$ cat src/hw/rtl/nsr_pkg.sv
// nsr_pkg: widths, status codes and register defaults for the Newton square root block.
// Used by nsr_div, newton_square_root_top and nsr_checker; depends on nothing.

package nsr_pkg;

   // Fixed-point format of operand and root
   localparam int FRACTION_BITS = 16;
   localparam int VALUE_W       = 32;
   localparam int ROOT_W        = 24;
   localparam int STATUS_W      = 2;

   // Scaled operand (positive value << FRACTION_BITS) and guess width
   localparam int G_W           = VALUE_W - 1 + FRACTION_BITS;
   // Squaring operand width; a larger guess counts as a miss
   localparam int MUL_W         = 32;
   localparam int SQ_W          = 2 * MUL_W;
   localparam int DIV_CNT_W     = $clog2(G_W);

   // Stream data widths, padded to whole bytes
   localparam int REQ_DATA_W    = ((VALUE_W + 7) / 8) * 8;
   localparam int RSP_FIELDS_W  = ROOT_W + STATUS_W;
   localparam int RSP_DATA_W    = ((RSP_FIELDS_W + 7) / 8) * 8;

   // Configuration registers
   localparam int TOL_W         = 32;
   localparam int LIMIT_W       = 16;
   localparam int CSR_DATA_W    = 32;
   localparam int CSR_INDEX_W   = 1;
   localparam logic [CSR_INDEX_W-1:0] CSR_TOLERANCE = 1'd0;
   localparam logic [CSR_INDEX_W-1:0] CSR_ITER_LIMIT = 1'd1;
   localparam logic [TOL_W-1:0]   TOL_RESET   = 32'd4295;
   localparam logic [LIMIT_W-1:0] LIMIT_RESET = 16'd64;

   // Result status codes
   localparam logic [STATUS_W-1:0] ST_OK    = 2'd0;
   localparam logic [STATUS_W-1:0] ST_LIMIT = 2'd1;
   localparam logic [STATUS_W-1:0] ST_NEG   = 2'd2;

   localparam logic [ROOT_W-1:0] ROOT_MAX = {ROOT_W{1'b1}};

endpackage

$ cat src/hw/rtl/nsr_div.sv
// nsr_div: restoring serial divider, one quotient bit per cycle.
// Depends on nsr_pkg for the operand width.

module nsr_div (
   input  logic                      clock,
   input  logic                      reset,
   input  logic                      start,
   input  logic [nsr_pkg::G_W-1:0]   dividend,
   input  logic [nsr_pkg::G_W-1:0]   divisor,
   output logic                      done,
   output logic [nsr_pkg::G_W-1:0]   quotient
);

   logic                          busy_ff;
   logic                          done_ff;
   logic [nsr_pkg::DIV_CNT_W-1:0] cnt_ff;
   logic [nsr_pkg::G_W-1:0]       quo_ff;
   logic [nsr_pkg::G_W-1:0]       rem_ff;
   logic [nsr_pkg::G_W-1:0]       dsr_ff;

   logic [nsr_pkg::G_W:0]         rem_shift;
   logic [nsr_pkg::G_W:0]         rem_diff;
   logic                          q_bit;
   logic [nsr_pkg::G_W-1:0]       rem_in;

   // One restoring step: shift in next dividend bit, subtract if it fits
   always_comb begin
      rem_shift = {rem_ff, quo_ff[nsr_pkg::G_W-1]};
      rem_diff  = rem_shift - {1'b0, dsr_ff};
      q_bit     = (rem_shift >= {1'b0, dsr_ff});
      rem_in    = q_bit ? rem_diff[nsr_pkg::G_W-1:0] : rem_shift[nsr_pkg::G_W-1:0];
   end

   // Control
   always_ff @(posedge clock) begin
      if (reset) begin
         busy_ff <= 1'b0;
         done_ff <= 1'b0;
      end else begin
         done_ff <= 1'b0;
         if (start) begin
            busy_ff <= 1'b1;
         end else if (busy_ff && cnt_ff == '0) begin
            busy_ff <= 1'b0;
            done_ff <= 1'b1;
         end
      end
   end

   // Datapath: dividend register doubles as quotient register
   always_ff @(posedge clock) begin
      if (start) begin
         quo_ff <= dividend;
         rem_ff <= '0;
         dsr_ff <= divisor;
         cnt_ff <= nsr_pkg::DIV_CNT_W'(nsr_pkg::G_W - 1);
      end else if (busy_ff) begin
         quo_ff <= {quo_ff[nsr_pkg::G_W-2:0], q_bit};
         rem_ff <= rem_in;
         cnt_ff <= cnt_ff - 1'b1;
      end
   end

   assign done     = done_ff;
   assign quotient = quo_ff;

endmodule

$ cat src/hw/rtl/newton_square_root_top.sv
// Newton square root of a signed Q16.16 item: one result item per input item.
// Zero or negative input is answered in the cycle after it is taken; otherwise the result comes
// after n Newton steps through S_CHECK, S_EVAL and the serial divider in S_DIV, then a last check.
// Throughput: one item at a time; req_tready is low while an item is in work or its result waits.
// Reset (synchronous, active high) clears control and restores tolerance 4295, limit 64.
// Depends on nsr_pkg and nsr_div.

module newton_square_root_top (
   input  logic                                 clock,
   input  logic                                 reset,
   // Input stream; tdata: value[31:0]
   input  logic                                 req_tvalid,
   output logic                                 req_tready,
   input  logic signed [nsr_pkg::REQ_DATA_W-1:0] req_tdata,
   // Result stream; tdata: root[23:0], status[25:24], zero pad
   output logic                                 rsp_tvalid,
   input  logic                                 rsp_tready,
   output logic [nsr_pkg::RSP_DATA_W-1:0]       rsp_tdata,
   // Configuration writes
   input  logic                                 csr_we,
   input  logic [nsr_pkg::CSR_INDEX_W-1:0]      csr_index,
   input  logic [nsr_pkg::CSR_DATA_W-1:0]       csr_wdata
);

   localparam logic [1:0] S_IDLE  = 2'd0;
   localparam logic [1:0] S_CHECK = 2'd1;
   localparam logic [1:0] S_EVAL  = 2'd2;
   localparam logic [1:0] S_DIV   = 2'd3;

   logic [1:0]                      state_ff, state_in;
   logic [nsr_pkg::TOL_W-1:0]       tol_ff;
   logic [nsr_pkg::LIMIT_W-1:0]     limit_ff;
   logic [nsr_pkg::G_W-1:0]         target_ff;
   logic [nsr_pkg::G_W-1:0]         g_ff;
   logic [nsr_pkg::LIMIT_W-1:0]     steps_ff;
   logic [nsr_pkg::SQ_W-1:0]        sq_ff;
   logic                            big_ff;
   logic                            out_valid_ff;
   logic [nsr_pkg::ROOT_W-1:0]      out_root_ff;
   logic [nsr_pkg::STATUS_W-1:0]    out_status_ff;

   logic                            slot_free;
   logic                            accept;
   logic [nsr_pkg::VALUE_W-1:0]     raw;
   logic [nsr_pkg::G_W-1:0]         g_init;
   logic [nsr_pkg::SQ_W-1:0]        target_ext;
   logic [nsr_pkg::SQ_W-1:0]        err;
   logic                            close;
   logic                            out_of_steps;
   logic                            finish;
   logic                            div_start;
   logic                            div_done;
   logic [nsr_pkg::G_W-1:0]         quotient;
   logic [nsr_pkg::G_W:0]           g_sum;
   logic [nsr_pkg::G_W-1:0]         g_next;
   logic [nsr_pkg::ROOT_W-1:0]      root_sat;

   nsr_div u_div (
      .clock    (clock),
      .reset    (reset),
      .start    (div_start),
      .dividend (target_ff),
      .divisor  (g_ff),
      .done     (div_done),
      .quotient (quotient)
   );

   // Handshake
   assign slot_free  = !out_valid_ff || rsp_tready;
   assign req_tready = !reset && (state_ff == S_IDLE) && slot_free;
   assign accept     = req_tvalid && req_tready;
   assign raw        = nsr_pkg::VALUE_W'(req_tdata);

   // First guess: half the operand, at least one LSB
   always_comb begin
      g_init = nsr_pkg::G_W'(raw[nsr_pkg::VALUE_W-2:1]);
      if (g_init == '0) begin
         g_init = nsr_pkg::G_W'(1);
      end
   end

   // Convergence test on the registered square
   always_comb begin
      target_ext   = nsr_pkg::SQ_W'(target_ff);
      err          = (sq_ff >= target_ext) ? (sq_ff - target_ext) : (target_ext - sq_ff);
      close        = !big_ff && (err <= nsr_pkg::SQ_W'(tol_ff));
      out_of_steps = (steps_ff >= limit_ff);
      finish       = (state_ff == S_EVAL) && (close || out_of_steps);
      div_start    = (state_ff == S_EVAL) && !close && !out_of_steps;
   end

   // Newton update: (g + q) / 2, floored to one
   always_comb begin
      g_sum  = {1'b0, g_ff} + {1'b0, quotient};
      g_next = g_sum[nsr_pkg::G_W:1];
      if (g_next == '0) begin
         g_next = nsr_pkg::G_W'(1);
      end
   end

   assign root_sat = (g_ff > nsr_pkg::G_W'(nsr_pkg::ROOT_MAX)) ?
                     nsr_pkg::ROOT_MAX : g_ff[nsr_pkg::ROOT_W-1:0];

   // Sequencer
   always_comb begin
      state_in = state_ff;
      unique case (state_ff)
         S_IDLE: begin
            if (accept && !raw[nsr_pkg::VALUE_W-1] && raw != '0) begin
               state_in = S_CHECK;
            end
         end
         S_CHECK: state_in = S_EVAL;
         S_EVAL: begin
            if (div_start) begin
               state_in = S_DIV;
            end else if (slot_free) begin
               state_in = S_IDLE;
            end
         end
         S_DIV: begin
            if (div_done) begin
               state_in = S_CHECK;
            end
         end
         default: state_in = S_IDLE;
      endcase
   end

   always_ff @(posedge clock) begin
      if (reset) begin
         state_ff <= S_IDLE;
      end else begin
         state_ff <= state_in;
      end
   end

   // Configuration registers
   always_ff @(posedge clock) begin
      if (reset) begin
         tol_ff   <= nsr_pkg::TOL_RESET;
         limit_ff <= nsr_pkg::LIMIT_RESET;
      end else if (csr_we) begin
         unique case (csr_index)
            nsr_pkg::CSR_TOLERANCE:  tol_ff   <= csr_wdata[nsr_pkg::TOL_W-1:0];
            nsr_pkg::CSR_ITER_LIMIT: limit_ff <= csr_wdata[nsr_pkg::LIMIT_W-1:0];
            default: ;
         endcase
      end
   end

   // Working registers
   always_ff @(posedge clock) begin
      if (accept) begin
         target_ff <= {raw[nsr_pkg::VALUE_W-2:0], {nsr_pkg::FRACTION_BITS{1'b0}}};
         g_ff      <= g_init;
         steps_ff  <= '0;
      end else if (state_ff == S_DIV && div_done) begin
         g_ff      <= g_next;
         steps_ff  <= steps_ff + 1'b1;
      end
      // Square of the low word; a guess beyond it never converges
      if (state_ff == S_CHECK) begin
         sq_ff  <= g_ff[nsr_pkg::MUL_W-1:0] * g_ff[nsr_pkg::MUL_W-1:0];
         big_ff <= |g_ff[nsr_pkg::G_W-1:nsr_pkg::MUL_W];
      end
   end

   // Output register
   always_ff @(posedge clock) begin
      if (reset) begin
         out_valid_ff <= 1'b0;
      end else if (accept && (raw[nsr_pkg::VALUE_W-1] || raw == '0)) begin
         out_valid_ff <= 1'b1;
      end else if (finish && slot_free) begin
         out_valid_ff <= 1'b1;
      end else if (rsp_tready) begin
         out_valid_ff <= 1'b0;
      end
   end

   always_ff @(posedge clock) begin
      if (accept) begin
         out_root_ff   <= '0;
         out_status_ff <= raw[nsr_pkg::VALUE_W-1] ? nsr_pkg::ST_NEG : nsr_pkg::ST_OK;
      end else if (finish && slot_free) begin
         out_root_ff   <= root_sat;
         out_status_ff <= close ? nsr_pkg::ST_OK : nsr_pkg::ST_LIMIT;
      end
   end

   assign rsp_tvalid = out_valid_ff;
   assign rsp_tdata  = nsr_pkg::RSP_DATA_W'({out_status_ff, out_root_ff});

endmodule

$ cat config.mk
export PLATFORM = sky130hd
export DESIGN_NAME = newton_square_root_top
export DESIGN_NICKNAME = d
export VERILOG_FILES = /design/src/hw/rtl/nsr_pkg.sv /design/src/hw/rtl/nsr_div.sv /design/src/hw/rtl/newton_square_root_top.sv
export SDC_FILE = /design/constraint.sdc
export NUM_CORES = 2
export LEC_CHECK = 0
export BUFFER_PORTS_ARGS = -buffer_cell sky130_fd_sc_hd__buf_2
export CORE_UTILIZATION = 65
export DETAILED_ROUTE_END_ITERATION = 7
export PLACE_DENSITY = 0.82
export SETUP_SLACK_MARGIN = 0.5
export SYNTH_ARGS = -nofsm -noshare
export SYNTH_HDL_FRONTEND = slang
export SYNTH_HIERARCHICAL = 1
export SYNTH_SLANG_ARGS = --single-unit
$ cat constraint.sdc
create_clock -name clock -period 16.1 [get_ports clock]
set_input_delay 0.805 -clock clock [delete_from_list [all_inputs] [get_ports clock]]
set_output_delay 0.805 -clock clock [all_outputs]
set_load 0.02 [all_outputs]
==> flow_summary.ini <==
[synthesis]
ys_types = 100
synthFlopType = edfxtp_1
ys_ff_latch = 384
synth-edff-count = 238
yosys.area.top_type = fa_1
synthTopCellsByCount = inv_1 (1210), fa_1 (796), nand2_1 (597), ha_1 (508), a21oi_1 (356)
yosysSeqAreaShare_pct = 18.11
postSynthCellCount = 6128
yosysMostFrequentCell = inv_1
yosys_warnings = 6
syn-cell-area_um2 = 55590
postSynthAreaPerCell_um2 = 9.072
synthTopCellsByArea = fa_1 (29%), edfxtp_1 (13%), ha_1 (11%)
synth_top_area_share_pct = 28.66
async_reset_ff_share_pct = 0

[timing]
slew_headroom_pct = 22.05
fin_skew_ns = 0.04689
finalCriticalPeriod_ns = 10.03
worst_slack_ns = 6.072
setup_tns_ns = 0
hold_viol_final = 0
min_period_over_period_pct = 62.29
rsz0062_at_grt = false
worstMarginPinSlew_ns = 1.169
setup_viol = 0
fmax_ghz = 0.09972
final_max_slew_viol_count = 0

[detailed_routing]
drt-initial-drc-count = 3834
first_pass_iters = 6
wirelength_mm = 158.4
vias = 44050
wl_per_cell_um = 21.83
antenna_left = 0
via_per_inst = 6.070
drc_errors = 0

[global_routing]
grt_busiest_layer = met2
gr-total-overflow = 0
grt_pass1_vias = 45260
use_met2_pct = 61.69
antenna_found_initial = 12
gr-usage-met3_pct = 5.972
grt_usage_pct = 37.29
grt_max_degree = 77
met1_usage_pct = 46.83
grt_pass1_wl_mm = 247.4

[final_layout]
layout.nets = 7454
seq_area_um2 = 10070
multi_input_area_um2 = 39970
num-fill-cells = 6506
drive_gt1_share_pct = 5.692
area_growth_pct = 5.095

[clock_tree]
cts_resized = 0
cts_setup_buffers = 0
ctsHoldBuffers = 0
cts_sinks = 384
cts_made_buffers = 44
cts_max_level = 2
clockRootBuffer = clkbuf_16
cts_tree = yes
cts.clk_slew.worst_paths_ns = 0.06
worstSkewPairLatency_ns = 0.61
clockBufferDepth = 3

[floorplanning]
core_area_um2 = 84090
die_y_um = 294.5
die_width_um = 294.5
floorplan.initialDensity_pct = 66.12
num_rows = 106
ios = 104
die-area_um2 = 86700

[critical_path]
critPathLaunchType = flip-flop
critical-path-top-delay-family = adder cells
cp_max_fo = 28
arrival_ns = 10.35
critPathSlowestCell = a2111oi_0
criticalPathCategory = reg -> reg
worstSetupEndpointType = flip-flop
crit_buf_inv = 8
required_ns = 16.43
critPathMostFrequentCell = fa_1
slowest_delay_ns = 0.75

[job]
maxCapViolCount = 0

[placed_design]
gp_congestion = 0.9904
hpwl_mm = 122.6
place_ws_ns = 6.182
io_buffers = 97

[outcome]
outcome = finished, final reports clean

[worst_hold_path]
min_path_type = in -> reg
## worst paths after layout
kind	start	end	slack [ns]	cells after the start
setup / recovery	g_ff[16]$_DFFE_PP_	sq_ff[63]$_DFFE_PN_	6.07	30
hold / removal	req_tdata[0]	target_ff[16]$_DFFE_PP_	0.39	1
setup reg to reg	g_ff[16]$_DFFE_PP_	sq_ff[63]$_DFFE_PN_	6.07	30
hold reg to reg	limit_ff[4]$_SDFFE_PP0P_	limit_ff[4]$_SDFFE_PP0P_	0.45	2
## placed cells by master, fill, tap and decap left out, drive strengths merged, types with 15 or more instances in the layout
cell	count
xor2	105
mux2i	44
nand3	61
nor2	261
a31o	17
o21a	32
nor4	35
o211ai	20
dfxtp	146
nand2	598
clkbuf	54
nor3	53
nand4	64
nor2b	32
a31oi	27
mux2	54
or2	18
o22ai	16
conb	22
nand2b	38
and2	262
o31ai	15
clkinv	16
buf	149
edfxtp	238
ha	508
and4	28
o21bai	38
or3	20
a211oi	58
fa	796
inv	1217
a21oi	360
a211o	16
o21ai	225
and3	37
xnor2	126
a21o	142
## metrics by stage
step | util (%) | cell area (um^2) | std cells | hold slack, ns
2_1_floorplan | - | 55670 | 6149 | 0.4363
3_3_place_gp | 67.65 | 56880 | 7168 | 0.4420
3_5_place_dp | 67.65 | 56880 | 7168 | 0.4449
4_1_cts | 69.46 | 58400 | 7248 | 0.3710
5_1_grt | 69.48 | 58430 | 7257 | 0.3767
6_report | 69.48 | 58430 | 7257 | 0.3916
## sequential cells by signal, summed over array words and instances, names as in the netlist, 2 cells and up
name            cells
g_ff               47
limit_ff           16
out_root_ff        24
out_status_ff       2
sq_ff              63
state_ff            2
steps_ff           16
target_ff          31
tol_ff             32
u_div/cnt_ff        6
u_div/dsr_ff       47
u_div/quotient     47
u_div/rem_ff       47
## area by class of cell
class                   instances  share of cell area (%)
inverters                    1212                   7.787
clock inverters                26                  0.5161
clock buffers                  54                   2.090
flip-flops and latches        384                   17.24
diodes                          9                 0.03855
multi-input cells            4289                   68.40
well taps                    1134                   2.428
repair buffers                149                   1.499
## logic make-up (layout without fill, tap and decap cells)
group / count (synthesis) / count (layout) / synth area share [%]
AO/OA/AOI/OAI: 1090 / 1090 / 12.49
XOR/XNOR: 231 / 231 / 3.639
other: 1 / 31 / 0.006745
flip-flops: 384 / 384 / 18.11
buffers and inverters: 1476 / 1441 / 10.18
AND/OR/NAND/NOR: 1544 / 1544 / 13.58
adder cells (fa/ha/maj): 1304 / 1304 / 40.10
multiplexers: 98 / 98 / 1.886
## metal layers
| metal | vias up | part of all wire [%] |
|---|---|---|
| met5 | - | 0 |
| met2 | 2127 | 48 |
| met1 | 21620 | 37 |
| met3 | 541 | 8.9 |
| li1 | 19760 | - |
| met4 | 0 | 6.2 |
Power is left out: the tool's default activity adds up to more than one toggle a clock period on the data nets, which glitch-free logic cannot reach.
